### src/lrb_pkg.sv
// ----------------------------------------------------------------------------
// lrb_pkg
// Shared types, codes and reset values of the link reconnect supervisor.
// ----------------------------------------------------------------------------
package lrb_pkg;

	// Default cap on the network count reported by a finished scan
	localparam int unsigned MAX_REPORTED_DEF = 24;

	// Configuration reset values
	localparam logic [15:0] CONNECT_TIMEOUT_RST = 16'd15000;
	localparam logic [15:0] BACKOFF_MIN_RST     = 16'd2000;
	localparam logic [15:0] BACKOFF_MAX_RST     = 16'd30000;
	localparam logic [15:0] SCAN_TIMEOUT_RST    = 16'd20000;

	// Fixed widths of the stream payloads
	localparam int unsigned IN_USER_W  = 3;
	localparam int unsigned IN_DATA_W  = 24;
	localparam int unsigned OUT_USER_W = 4;
	localparam int unsigned OUT_FIX_W  = 39;

	// Driver disconnect reason codes with a class of their own
	localparam logic [7:0] RSN_NOT_FOUND         = 8'd201;
	localparam logic [7:0] RSN_AUTH_EXPIRE       = 8'd2;
	localparam logic [7:0] RSN_HANDSHAKE_TIMEOUT = 8'd15;
	localparam logic [7:0] RSN_AUTH_FAIL         = 8'd202;
	localparam logic [7:0] RSN_ASSOC_FAIL        = 8'd204;
	localparam logic [7:0] RSN_HANDSHAKE_FAIL    = 8'd205;

	typedef enum logic [2:0] {
		OP_TICK      = 3'd0,
		OP_GOT_ADDR  = 3'd1,
		OP_LINK_DROP = 3'd2,
		OP_RECONNECT = 3'd3,
		OP_SCAN_REQ  = 3'd4,
		OP_SCAN_END  = 3'd5
	} op_t;

	typedef enum logic [4:0] {
		PH_IDLE       = 5'b00001,
		PH_CONNECTING = 5'b00010,
		PH_CONNECTED  = 5'b00100,
		PH_FAILED     = 5'b01000,
		PH_SCANNING   = 5'b10000
	} phase_t;

	// Phase numbers as reported on the result stream
	localparam logic [2:0] PN_IDLE       = 3'd0;
	localparam logic [2:0] PN_CONNECTING = 3'd1;
	localparam logic [2:0] PN_CONNECTED  = 3'd2;
	localparam logic [2:0] PN_FAILED     = 3'd3;
	localparam logic [2:0] PN_SCANNING   = 3'd4;

	typedef enum logic [3:0] {
		EV_NONE         = 4'd0,
		EV_CONNECTING   = 4'd1,
		EV_CONNECTED    = 4'd2,
		EV_DISCONNECTED = 4'd3,
		EV_FAILED       = 4'd4,
		EV_BUSY         = 4'd5,
		EV_SCAN_FAILED  = 4'd6,
		EV_SCANNING     = 4'd7,
		EV_SCAN_DONE    = 4'd8,
		EV_ALREADY      = 4'd9
	} ev_t;

	typedef enum logic [2:0] {
		CL_NONE     = 3'd0,
		CL_NOTFOUND = 3'd1,
		CL_AUTH     = 3'd2,
		CL_OTHER    = 3'd3,
		CL_TIMEOUT  = 3'd4
	} cls_t;

	typedef enum logic [2:0] {
		REG_NET_CONFIGURED  = 3'd0,
		REG_CONNECT_TIMEOUT = 3'd1,
		REG_BACKOFF_MIN     = 3'd2,
		REG_BACKOFF_MAX     = 3'd3,
		REG_SCAN_TIMEOUT    = 3'd4
	} reg_idx_t;

	typedef struct packed {
		logic [2:0] opcode;
		logic [7:0] drop_reason;
		logic       scan_start_ok;
		logic       scan_ok;
		logic [7:0] listable_count;
		logic       link_up;
	} item_t;

	typedef struct packed {
		logic [2:0]  phase_now;
		ev_t         event_code;
		cls_t        fail_class;
		logic [15:0] retry_wait_ms;
		logic [15:0] failure_total;
		logic        scan_accepted;
	} res_t;

	function automatic logic [2:0] phase_num(phase_t p);
		logic [2:0] n;
		case (p)
			PH_IDLE:       n = PN_IDLE;
			PH_CONNECTING: n = PN_CONNECTING;
			PH_CONNECTED:  n = PN_CONNECTED;
			PH_FAILED:     n = PN_FAILED;
			PH_SCANNING:   n = PN_SCANNING;
			default:       n = PN_IDLE;
		endcase
		return n;
	endfunction

	function automatic cls_t classify(logic [7:0] reason);
		cls_t c;
		case (reason)
			RSN_NOT_FOUND:         c = CL_NOTFOUND;
			RSN_AUTH_EXPIRE,
			RSN_HANDSHAKE_TIMEOUT,
			RSN_AUTH_FAIL,
			RSN_ASSOC_FAIL,
			RSN_HANDSHAKE_FAIL:    c = CL_AUTH;
			default:               c = CL_OTHER;
		endcase
		return c;
	endfunction

endpackage

### src/link_reconnect_backoff_fsm_core.sv
// ----------------------------------------------------------------------------
// link_reconnect_backoff_fsm_core
// Connection supervisor with exponential reconnect backoff and scan control.
// ----------------------------------------------------------------------------
// Takes one request per clock (a millisecond tick or a driver event) unless
// the result side stalls, and returns exactly one result per request; each
// passes the input register, then the result register. The supervisor state
// updates once per request, so requests may follow each other in every
// clock; a stalled master side holds back the slave side only once both
// registers are full. The user must write config through cfg_* only while no
// request is in flight, not enforced by the block; cfg_ready is always high.
module link_reconnect_backoff_fsm_core #(
	parameter int unsigned MAX_REPORTED = lrb_pkg::MAX_REPORTED_DEF,
	localparam int unsigned RW     = $clog2(MAX_REPORTED + 1),
	localparam int unsigned DATA_W = ((lrb_pkg::OUT_FIX_W + RW + 7) / 8) * 8
) (
	input  logic                            clk,
	input  logic                            arst_n,
	// Configuration write channel
	input  logic                            cfg_valid,
	output logic                            cfg_ready,
	input  logic [2:0]                      cfg_index,
	input  logic [15:0]                     cfg_data,
	// Request stream
	input  logic                            s_tvalid,
	output logic                            s_tready,
	input  logic [lrb_pkg::IN_USER_W-1:0]   s_tuser,  // [2:0] opcode
	// [7:0] drop_reason, [8] scan_start_ok, [9] scan_ok,
	// [17:10] listable_count, [18] link_up, [23:19] zero
	input  logic [lrb_pkg::IN_DATA_W-1:0]   s_tdata,
	// Result stream
	output logic                            m_tvalid,
	input  logic                            m_tready,
	output logic [lrb_pkg::OUT_USER_W-1:0]  m_tuser,  // [3:0] event_code
	// [2:0] phase_now, [5:3] fail_class, [21:6] retry_wait_ms,
	// [37:22] failure_total, [38 +: RW] reported_count,
	// [38+RW] scan_accepted, rest zero
	output logic [DATA_W-1:0]               m_tdata
);

	lrb_pkg::item_t item_in, item_s1;
	lrb_pkg::res_t  res;
	logic           valid_s1;
	logic           take;
	logic           adv;
	logic [RW-1:0]  reported;

	assign cfg_ready = 1'b1;

	// Unpack the request fields
	assign item_in.opcode         = s_tuser[2:0];
	assign item_in.drop_reason    = s_tdata[7:0];
	assign item_in.scan_start_ok  = s_tdata[8];
	assign item_in.scan_ok        = s_tdata[9];
	assign item_in.listable_count = s_tdata[17:10];
	assign item_in.link_up        = s_tdata[18];

	// Consume the held request when the result register has room
	assign adv = valid_s1 && take;

	lrb_ingress u_ingress (
		.clk      (clk),
		.arst_n   (arst_n),
		.s_tvalid (s_tvalid),
		.s_tready (s_tready),
		.item_in  (item_in),
		.adv      (adv),
		.valid_s1 (valid_s1),
		.item_s1  (item_s1)
	);

	lrb_engine #(
		.MAX_REPORTED (MAX_REPORTED)
	) u_engine (
		.clk       (clk),
		.arst_n    (arst_n),
		.cfg_wr    (cfg_valid && cfg_ready),
		.cfg_index (cfg_index),
		.cfg_data  (cfg_data),
		.fire      (adv),
		.item      (item_s1),
		.res       (res),
		.reported  (reported)
	);

	lrb_egress #(
		.USER_W (lrb_pkg::OUT_USER_W),
		.DATA_W (DATA_W)
	) u_egress (
		.clk      (clk),
		.arst_n   (arst_n),
		.load     (adv),
		.user_d   (res.event_code),
		.data_d   (DATA_W'({res.scan_accepted, reported, res.failure_total,
			res.retry_wait_ms, res.fail_class, res.phase_now})),
		.take     (take),
		.m_tvalid (m_tvalid),
		.m_tready (m_tready),
		.m_tuser  (m_tuser),
		.m_tdata  (m_tdata)
	);

endmodule

### src/lrb_ingress.sv
// ----------------------------------------------------------------------------
// lrb_ingress
// Input register: holds one request until the supervisor consumes it.
// ----------------------------------------------------------------------------
module lrb_ingress (
	input  logic           clk,
	input  logic           arst_n,
	input  logic           s_tvalid,
	output logic           s_tready,
	input  lrb_pkg::item_t item_in,
	input  logic           adv,
	output logic           valid_s1,
	output lrb_pkg::item_t item_s1
);

	// Take a new request when the stage is empty or drains this cycle
	assign s_tready = !valid_s1 || adv;

	always_ff @(posedge clk or negedge arst_n) begin
		if (!arst_n) begin
			valid_s1 <= 1'b0;
		end else if (s_tready) begin
			valid_s1 <= s_tvalid;
		end
	end

	// Payload needs no reset
	always_ff @(posedge clk) begin
		if (s_tvalid && s_tready) begin
			item_s1 <= item_in;
		end
	end

endmodule

### src/lrb_engine.sv
// ----------------------------------------------------------------------------
// lrb_engine
// Supervisor state, configuration registers and the combinational next-state
// and result logic for one request.
// ----------------------------------------------------------------------------
module lrb_engine #(
	parameter int unsigned MAX_REPORTED = lrb_pkg::MAX_REPORTED_DEF,
	localparam int unsigned RW = $clog2(MAX_REPORTED + 1)
) (
	input  logic           clk,
	input  logic           arst_n,
	input  logic           cfg_wr,
	input  logic [2:0]     cfg_index,
	input  logic [15:0]    cfg_data,
	input  logic           fire,
	input  lrb_pkg::item_t item,
	output lrb_pkg::res_t  res,
	output logic [RW-1:0]  reported
);

	localparam logic [7:0]    MAX_CMP = 8'(MAX_REPORTED);
	localparam logic [RW-1:0] MAX_RPT = RW'(MAX_REPORTED);

	logic        net_cfg_q;
	logic [15:0] conn_to_q;
	logic [15:0] bo_min_q;
	logic [15:0] bo_max_q;
	logic [15:0] scan_to_q;

	lrb_pkg::phase_t phase_q, phase_d;
	logic [15:0]     elapsed_q, elapsed_d;
	logic [15:0]     wait_q, wait_d;
	logic [15:0]     backoff_q, backoff_d;
	logic [15:0]     fails_q, fails_d;
	lrb_pkg::cls_t   err_q, err_d;

	logic [16:0]     dbl;
	logic [15:0]     backoff_fail;
	logic [15:0]     wait_dec;
	logic            do_fail;
	lrb_pkg::cls_t   fail_cls;
	lrb_pkg::ev_t    ev;
	logic            acc;
	logic [RW-1:0]   rpt;

	// Configuration registers
	always_ff @(posedge clk or negedge arst_n) begin
		if (!arst_n) begin
			net_cfg_q <= 1'b0;
			conn_to_q <= lrb_pkg::CONNECT_TIMEOUT_RST;
			bo_min_q  <= lrb_pkg::BACKOFF_MIN_RST;
			bo_max_q  <= lrb_pkg::BACKOFF_MAX_RST;
			scan_to_q <= lrb_pkg::SCAN_TIMEOUT_RST;
		end else if (cfg_wr) begin
			case (lrb_pkg::reg_idx_t'(cfg_index))
				lrb_pkg::REG_NET_CONFIGURED:  net_cfg_q <= cfg_data[0];
				lrb_pkg::REG_CONNECT_TIMEOUT: conn_to_q <= cfg_data;
				lrb_pkg::REG_BACKOFF_MIN:     bo_min_q  <= cfg_data;
				lrb_pkg::REG_BACKOFF_MAX:     bo_max_q  <= cfg_data;
				lrb_pkg::REG_SCAN_TIMEOUT:    scan_to_q <= cfg_data;
				default: ;
			endcase
		end
	end

	// Backoff after a failure: minimum first, then doubled up to the cap
	assign dbl          = {backoff_q, 1'b0};
	assign backoff_fail = (backoff_q != 16'd0)
		? ((dbl < {1'b0, bo_max_q}) ? dbl[15:0] : bo_max_q)
		: bo_min_q;
	assign wait_dec     = (wait_q != 16'd0) ? wait_q - 16'd1 : wait_q;

	// Next state and event for the request in the input register
	always_comb begin
		phase_d   = phase_q;
		elapsed_d = elapsed_q;
		wait_d    = wait_q;
		backoff_d = backoff_q;
		fails_d   = fails_q;
		err_d     = err_q;
		ev        = lrb_pkg::EV_NONE;
		acc       = 1'b0;
		rpt       = '0;
		do_fail   = 1'b0;
		fail_cls  = lrb_pkg::CL_TIMEOUT;
		case (lrb_pkg::op_t'(item.opcode))
			lrb_pkg::OP_TICK: begin
				wait_d = wait_dec;
				if (phase_q == lrb_pkg::PH_SCANNING) begin
					if (elapsed_q >= scan_to_q) begin
						phase_d = lrb_pkg::PH_IDLE;
						ev      = lrb_pkg::EV_SCAN_FAILED;
					end else begin
						elapsed_d = elapsed_q + 16'd1;
					end
				end else if (net_cfg_q) begin
					if (phase_q == lrb_pkg::PH_IDLE || phase_q == lrb_pkg::PH_FAILED) begin
						if (wait_dec == 16'd0) begin
							phase_d   = lrb_pkg::PH_CONNECTING;
							elapsed_d = 16'd0;
							ev        = lrb_pkg::EV_CONNECTING;
						end
					end else if (phase_q == lrb_pkg::PH_CONNECTING) begin
						if (elapsed_q >= conn_to_q) begin
							do_fail = 1'b1;
						end else begin
							elapsed_d = elapsed_q + 16'd1;
						end
					end
				end
			end
			lrb_pkg::OP_GOT_ADDR: begin
				phase_d   = lrb_pkg::PH_CONNECTED;
				fails_d   = 16'd0;
				backoff_d = 16'd0;
				err_d     = lrb_pkg::CL_NONE;
				ev        = lrb_pkg::EV_CONNECTED;
			end
			lrb_pkg::OP_LINK_DROP: begin
				if (phase_q == lrb_pkg::PH_CONNECTED) begin
					phase_d = lrb_pkg::PH_IDLE;
					wait_d  = 16'd0;
					ev      = lrb_pkg::EV_DISCONNECTED;
				end else if (phase_q == lrb_pkg::PH_CONNECTING) begin
					do_fail  = 1'b1;
					fail_cls = lrb_pkg::classify(item.drop_reason);
				end
			end
			lrb_pkg::OP_RECONNECT: begin
				fails_d   = 16'd0;
				backoff_d = 16'd0;
				err_d     = lrb_pkg::CL_NONE;
				wait_d    = 16'd0;
				if (net_cfg_q) begin
					phase_d   = lrb_pkg::PH_CONNECTING;
					elapsed_d = 16'd0;
					ev        = lrb_pkg::EV_CONNECTING;
				end
			end
			lrb_pkg::OP_SCAN_REQ: begin
				if (phase_q == lrb_pkg::PH_SCANNING) begin
					acc = 1'b1;
					ev  = lrb_pkg::EV_ALREADY;
				end else if (phase_q == lrb_pkg::PH_CONNECTING) begin
					ev = lrb_pkg::EV_BUSY;
				end else if (!item.scan_start_ok) begin
					ev = lrb_pkg::EV_SCAN_FAILED;
				end else begin
					phase_d   = lrb_pkg::PH_SCANNING;
					elapsed_d = 16'd0;
					acc       = 1'b1;
					ev        = lrb_pkg::EV_SCANNING;
				end
			end
			lrb_pkg::OP_SCAN_END: begin
				if (phase_q == lrb_pkg::PH_SCANNING) begin
					if (!item.scan_ok) begin
						phase_d = lrb_pkg::PH_IDLE;
						ev      = lrb_pkg::EV_SCAN_FAILED;
					end else begin
						rpt     = (item.listable_count < MAX_CMP)
							? RW'(item.listable_count) : MAX_RPT;
						phase_d = item.link_up ? lrb_pkg::PH_CONNECTED : lrb_pkg::PH_IDLE;
						wait_d  = 16'd0;
						ev      = lrb_pkg::EV_SCAN_DONE;
					end
				end
			end
			default: ;
		endcase
		// Record a failed attempt and arm the backoff wait
		if (do_fail) begin
			fails_d   = (&fails_q) ? fails_q : fails_q + 16'd1;
			err_d     = fail_cls;
			backoff_d = backoff_fail;
			wait_d    = backoff_fail;
			phase_d   = lrb_pkg::PH_FAILED;
			ev        = lrb_pkg::EV_FAILED;
		end
	end

	// Advance the state once per consumed request
	always_ff @(posedge clk or negedge arst_n) begin
		if (!arst_n) begin
			phase_q   <= lrb_pkg::PH_IDLE;
			elapsed_q <= 16'd0;
			wait_q    <= 16'd0;
			backoff_q <= 16'd0;
			fails_q   <= 16'd0;
			err_q     <= lrb_pkg::CL_NONE;
		end else if (fire) begin
			phase_q   <= phase_d;
			elapsed_q <= elapsed_d;
			wait_q    <= wait_d;
			backoff_q <= backoff_d;
			fails_q   <= fails_d;
			err_q     <= err_d;
		end
	end

	assign res.phase_now     = lrb_pkg::phase_num(phase_d);
	assign res.event_code    = ev;
	assign res.fail_class    = err_d;
	assign res.retry_wait_ms = backoff_d;
	assign res.failure_total = fails_d;
	assign res.scan_accepted = acc;
	assign reported          = rpt;

endmodule

### src/lrb_egress.sv
// ----------------------------------------------------------------------------
// lrb_egress
// Result register on the master side of the stream.
// ----------------------------------------------------------------------------
module lrb_egress #(
	parameter int unsigned USER_W = lrb_pkg::OUT_USER_W,
	parameter int unsigned DATA_W = 48
) (
	input  logic              clk,
	input  logic              arst_n,
	input  logic              load,
	input  logic [USER_W-1:0] user_d,
	input  logic [DATA_W-1:0] data_d,
	output logic              take,
	output logic              m_tvalid,
	input  logic              m_tready,
	output logic [USER_W-1:0] m_tuser,
	output logic [DATA_W-1:0] m_tdata
);

	// Room for a new result when empty or the held one leaves now
	assign take = !m_tvalid || m_tready;

	always_ff @(posedge clk or negedge arst_n) begin
		if (!arst_n) begin
			m_tvalid <= 1'b0;
		end else if (take) begin
			m_tvalid <= load;
		end
	end

	always_ff @(posedge clk) begin
		if (load) begin
			m_tuser <= user_d;
			m_tdata <= data_d;
		end
	end

endmodule

### config.mk
export PLATFORM = sky130hd
export DESIGN_NAME = link_reconnect_backoff_fsm_core
export DESIGN_NICKNAME = d
export VERILOG_FILES = /design/src/lrb_pkg.sv /design/src/link_reconnect_backoff_fsm_core.sv /design/src/lrb_ingress.sv /design/src/lrb_engine.sv /design/src/lrb_egress.sv
export SDC_FILE = /design/constraint.sdc
export NUM_CORES = 1
export LEC_CHECK = 0
export ABC_AREA = 1
export BUFFER_PORTS_ARGS = -buffer_cell sky130_fd_sc_hd__buf_2
export CORE_MARGIN = 4
export CORE_UTILIZATION = 45
export DETAILED_ROUTE_END_ITERATION = 8
export GPL_TIMING_DRIVEN = 0
export PLACE_DENSITY = 0.74
export SYNTH_ARGS = -nofsm -noshare
export SYNTH_HDL_FRONTEND = slang
export SYNTH_HIERARCHICAL = 1
export SYNTH_SLANG_ARGS = --single-unit
export TNS_END_PERCENT = 30
### constraint.sdc
create_clock -name clk -period 4.1 [get_ports clk]
set_input_delay 0.82 -clock clk [delete_from_list [all_inputs] [get_ports clk]]
set_output_delay 0.82 -clock clk [all_outputs]
set_load 0.02 [all_outputs]
Word-level counts from Yosys, hierarchy flattened
Cells that the tools add are included.
- add/subtract/negate cells: 3
- magnitude comparators: 4
- eq/ne operators: 36
- mux-type cells: 72
- reductions and logical operators: 26
- operators with widths (cell ; count):
    $mux W16 ; 23
    $mux W5 ; 14
    $pmux W16 S4 ; 1
    $pmux W16 S3 ; 1
    $add A16 B1 Y16 const B ; 2
    $eq A8 B8 Y1 const B ; 4
    $ge A16 B16 Y1 ; 2
    $reduce_bool A16 Y1 ; 2
    $pmux W5 S6 ; 1
    $mux W4 ; 7
    $pmux W4 S6 ; 1
    $mux W3 ; 7
    $lt A17 B16 Y1 ; 1
    $logic_not A16 Y1 ; 1
    $reduce_and A16 Y1 ; 1
    $sub A16 B1 Y16 const B ; 1
    $mux W1 ; 13
    $eq A3 B2 Y1 const B ; 4
    $pmux W3 S4 ; 1
    $reduce_and A11 Y1 ; 1
    $eq A5 B2 Y1 const B ; 2
    $eq A5 B3 Y1 const B ; 2
    $eq A5 B4 Y1 const B ; 2
    $eq A5 B5 Y1 const B ; 2
    29 further kinds ; 45
- register bits after elaboration: 209
- input port bits: 51

Longest topological paths before layout
- depth in word-level cells: 11
- gate-level depth with buffers: 19
- gate-level depth less buffers: 19

By module
The synthesis kept the hierarchy.
- modules (own cells, without submodules) (module ; times used ; cells each ; area an instance (um2)):
    lrb_engine ; 1 ; 1286 ; 9196.3
    lrb_egress ; 1 ; 57 ; 1606.5
    lrb_ingress ; 1 ; 28 ; 705.7
    link_reconnect_backoff_fsm_core ; 1 ; 5 ; 22.5

Worst setup path after synthesis
OpenSTA, ideal clock, no wires.
- path kind: input -> register
- from: in m_tready
- to: reg u_ingress/item_s1[0] (netlist name)
- library setup time: 0.408 ns
- arrival time: 3.337 ns
- path slack: 0.355 ns
- stages: 6
- buffers on the path: 0
- cells stage by stage: inv_1 nand2_2 nand2_1 inv_1 inv_1 a21oi_1
- cells in the longest elaborated chain, start to end: 4
- ends and longest elaborated chain (element ; line ; RTL):
    from (decl) ; link_reconnect_backoff_fsm_core.sv:33 ; input logic m_tready,
    $logic_or A1 B1 Y1 ; lrb_egress.sv:22 ; assign take = !m_tvalid || m_tready;
    named net take ; link_reconnect_backoff_fsm_core.sv:44 ; logic take;
    $logic_and A1 B1 Y1 ; link_reconnect_backoff_fsm_core.sv:59 ; assign adv = valid_s1 && take;
    named net adv ; link_reconnect_backoff_fsm_core.sv:45 ; logic adv;
    $logic_or A1 B1 Y1 ; lrb_ingress.sv:17 ; assign s_tready = !valid_s1 || adv;
    $logic_and A1 B1 Y1 ; lrb_ingress.sv:29 ; if (s_tvalid && s_tready) begin
The timed path passes the listed nets, and every way through them passes these cells.
A chain may end at the register's enable or synchronous reset.

Worst setup path in the final report
- from: reg u_engine.conn_to_q[3]
- to: reg u_engine.backoff_q[10]
- cells in the longest elaborated chain, start to end: 8
- ends and longest elaborated chain (element ; line ; RTL):
    from (decl) ; lrb_engine.sv:25 ; logic [15:0] conn_to_q;
    from (signal assigned) ; lrb_engine.sv:50 ; conn_to_q <= lrb_pkg::CONNECT_TIMEOUT_RST;
    from (signal assigned) ; lrb_engine.sv:57 ; lrb_pkg::REG_CONNECT_TIMEOUT: conn_to_q <= cfg_data;
    $ge A16 B16 Y1 ; lrb_engine.sv:104 ; if (elapsed_q >= conn_to_q) begin
    $mux W1 ; lrb_engine.sv:104 ;
    $mux W1 ; lrb_engine.sv:103 ; end else if (phase_q == lrb_pkg::PH_CONNECTING) begin
    $mux W1 ; lrb_engine.sv:97 ; if (phase_q == lrb_pkg::PH_IDLE || phase_q == lrb_pkg::PH_FAILED) begin
    $mux W1 ; lrb_engine.sv:96 ; end else if (net_cfg_q) begin
    $mux W1 ; lrb_engine.sv:89 ; if (phase_q == lrb_pkg::PH_SCANNING) begin
    $pmux W1 S2 ; lrb_engine.sv:86 ; case (lrb_pkg::op_t'(item.opcode))
    $mux W16 ; lrb_engine.sv:172 ; if (do_fail) begin
    to (signal assigned) ; lrb_engine.sv:195 ; backoff_q <= backoff_d;
    to (decl) ; lrb_engine.sv:33 ; logic [15:0] backoff_q, backoff_d;
Every way passes these cells.

==> results.json <==
{
  "fillCellCount": 2313,
  "first_global_vias": 9342,
  "gate_count_of_the_mapped_netlist": 1376,
  "flow.area_growth_from_synthesis_pct": 16.3,
  "clk_pin_slew_worst_paths_ns": 0.06,
  "p_clk_share_pct": 28.6,
  "layout.area.seq_um2": 5730,
  "placedInstanceArea_um2": 12500,
  "number_of_antenna_violations_at_the_first_check_in_global_routing": 0,
  "synth_area_leaders": "sky130_fd_sc_hd__dfrtp_1 25%, sky130_fd_sc_hd__edfxtp_1 19%, sky130_fd_sc_hd__nand2_1 10%",
  "floorplan.die.height_um": 168,
  "p_sw_share_pct": 36.6,
  "grt_setup_unrepaired": "false",
  "syn_avg_cell_area_um2": 8.38,
  "crit_fanout": 10,
  "synthesis.area_um2": 11500,
  "worstSkewPairLatency_ns": 0.52,
  "clock_tree_from_tritoncts": "done",
  "worst_ir_drop_vdd_v": 0.000306,
  "slowest_stage": "sky130_fd_sc_hd__dfstp_2",
  "wire_length_of_the_first_global_routing_pass_um": 46800,
  "clock_tree.htree_level_count": 1,
  "final_area_um2": 13400,
  "core_region_area_um2": 25200,
  "worst_ep_arrival_time_ns": 3.58,
  "buffer_ports.inserted": 99,
  "power.leakage_uw": 0.00619,
  "ys_seq_elements": 213,
  "floorplan.rows": 58,
  "outcome": "completed",
  "synth-seq-area-share_pct": 49.7,
  "power_report.internal_total_uw": 5300,
  "num_vias": 9743,
  "min_period_ns": 3.15,
  "yosys_top_cell_area_share_pct": 24.5,
  "final-setup-viol-count": 0,
  "worst_setup_path_start_kind": "flop",
  "nets": 1608,
  "max_stage_delay_ns": 0.52,
  "netSwitchingPower_uw": 3060,
  "clock-root-buffer": "sky130_fd_sc_hd__clkbuf_16",
  "dp_hpwl_um": 21400,
  "commonest_non_fill_non_tap_cells_in_the_layout": "319 x sky130_fd_sc_hd__nand2_1, 158 x sky130_fd_sc_hd__inv_1, 129 x sky130_fd_sc_hd__nor2_1, 116 x sky130_fd_sc_hd__o21ai_0, 113 x sky130_fd_sc_hd__dfrtp_1",
  "area_of_the_die_um2": 28200,
  "critical_path.endpoint_type": "flop",
  "critPathRequiredTime_ns": 4.52,
  "grt_start_max_net_pins": 88,
  "start_util_pct": 45.8,
  "worstSetupPathType": "reg -> reg",
  "final.setup.tns_ns": 0,
  "count_of_nets_left_with_antenna_violations_after_detail_routing": 0,
  "seq_power_share_pct": 39.2,
  "groute.usage.overall_pct": 19.9,
  "detail_route.first_pass.iterations": 6,
  "avgRoutedWirePerCell_um": 15.4,
  "clk_path_buf_depth": 3,
  "max_cap_violations": 0,
  "tritoncts_num_sinks": 213,
  "layer_with_the_highest_usage": "met2",
  "multiInputGateArea_um2": 4930,
  "cts_made_buffers": 24,
  "hold_viol_final": 0,
  "vias_per_cell": 5.25,
  "route.detailed.drc": 0,
  "worst_pin_slew_ns": 0.652,
  "fraction_of_layout_instances_using_a_drive_strength_above_1_pct": 16.1,
  "io-pin-count": 106,
  "cp_cell_sequence": "inv_1, ha_1, a21oi_1, o21ai_1, nand2_1, o211ai_1, nand2_1, nand3_1, nand3_1, nand2_1, inv_2, clkbuf_1, nand3_1, a31oi_1",
  "timing.max_slew.rel_slack_pct": 56.6,
  "commonest_non_fill_non_tap_cell_in_the_layout": "sky130_fd_sc_hd__nand2_1",
  "synth_top_cell_by_area": "sky130_fd_sc_hd__dfrtp_1",
  "synth-warning-count": 6,
  "skew_ns": 0.0169,
  "share_comb_of_total_power_pct": 32.2,
  "drtIter0Drc": 768,
  "groute.layer.met1.usage_pct": 27.6,
  "finalWirelength_um": 28600,
  "cts.hold.buffers_added": 0,
  "gp_routability_congestion": 0.920,
  "clock.fmax_mhz": 317,
  "globalRoute.totalOverflow": 0,
  "final_max_slew_viol_count": 0,
  "insertedDiodeCount": 0,
  "synth_cell_type_count": 48,
  "cts.repair.resized": 0,
  "period_utilisation_layout_pct": 76.9,
  "power_density_nw_per_um2": 623,
  "global_route.usage.met3_pct": 2.35,
  "power_uw": 8350,
  "die-width_um": 168,
  "post_cts.repair.setup_buffers": 0,
  "met2_usage_pct": 33.6,
  "min_path_type": "in -> async"
}
[routing by layer]
layer / up-vias / wire (µm)
li1: 4844 / -
met1: 4563 / 12800
met2: 288 / 13500
met3: 48 / 1580
met4: 0 / 667
met5: - / 0
[sequential cells by signal, summed over array words and instances (netlist names)]
signal              cells
u_engine/backoff_q     16
u_ingress/valid_s1      1
u_engine/phase_q        5
u_engine/bo_max_q      16
u_engine/elapsed_q     16
u_ingress/item_s1      22
u_egress/m_tuser        4
u_engine/err_q          3
u_engine/net_cfg_q      1
u_egress/m_tvalid       1
u_egress/m_tdata       48
u_engine/fails_q       16
u_engine/bo_min_q      16
u_engine/wait_q        16
u_engine/scan_to_q     16
u_engine/conn_to_q     16
[Yosys cell counts, drive strengths merged]
cell and number:
ha 50, o211ai 20, o2111ai 1, and2 1, buf 18, nand4 4
o31ai 6, clkbuf 29, nor4 15, and3 1, nand3b 5, dfrtp 113
o22ai 1, a31oi 32, xnor2 3, nor3b 1, conb 2, nand3 86
edfxtp 74, a211oi 2, a21oi 45, nor3 24, inv 174, clkinv 2
nand2 334, or2 1, o21ai 150, xor2 14, dfstp 26, nor2 141
a221oi 1
[cell families (layout without fill, tap and decap cells)]
group,count (synthesis),after routing,share of synthesized area (%)
adders and majority gates,50,50,5.43
AOI/OAI and AO/OA,258,258,12.9
xor gates and xnor gates,17,17,1.29
and+or+nand+nor,613,613,22.9
DFF,213,213,49.7
other,2,5,0.0651
buffers and inverters,223,369,7.69
[through the flow]
step	util [%]	hold slack, ns	std cells	setup WS (ns)
floorplan	-	0.450	1379	0.355
global placement	49.4	0.468	1808	-0.596
detailed placement	49.7	0.475	1811	1.05
CTS	53.3	0.271	1855	0.980
global route	53.3	0.296	1855	0.717
finish	53.3	0.266	1855	0.947
[area by class of cell]
cell class / instances / area share (%)
sequential: 213 / 42.8
multi-input combinational: 943 / 36.7
inverter: 176 / 4.94
clock buffer: 29 / 4.62
timing repair buffer: 102 / 4.21
tap: 330 / 3.08
clock inverter: 15 / 2.00
buffer: 47 / 1.68
[worst max-delay path, delay by kind of cell, from the launching register on]
family	cells	cell delay [ns]
buffers and inverters	3	0.70
adder cells (fa/ha/maj)	1	0.30
AND/OR/NAND/NOR	6	0.99
AO/OA/AOI/OAI	4	0.55
flip-flops	1	0.52
[final timing paths]
check,cells past startpoint,startpoint,end,slack (ns)
worst max-delay path,14,u_engine/conn_to_q[3]$_DFFE_PN1P_,u_engine/backoff_q[10]$_DFFE_PN0P_,0.95
worst min-delay path,1,arst_n,u_engine/elapsed_q[11]$_DFFE_PN0P_,0.27
worst max register to register,14,u_engine/conn_to_q[3]$_DFFE_PN1P_,u_engine/backoff_q[10]$_DFFE_PN0P_,0.95
worst min register to register,2,u_engine/conn_to_q[14]$_DFFE_PN0P_,u_engine/conn_to_q[14]$_DFFE_PN0P_,0.49
max in group asynchronous,2,arst_n,u_engine/scan_to_q[10]$_DFFE_PN1P_,3.02
min in group clk,1,s_tuser[0],u_ingress/item_s1[19]$_DFFE_PP_,0.47
[power groups by stage]
stage	combinational [µW]	clock, µW	sequential, µW
6_report	2690	2390	3280
5_1_grt	3090	2540	3350
4_1_cts	2680	2440	3270
3_5_place_dp	2660	0	3300
3_3_place_gp	2570	0	3290
2_1_floorplan	1880	0	3290
No activity file was read; power rests on OpenSTA's default activity.
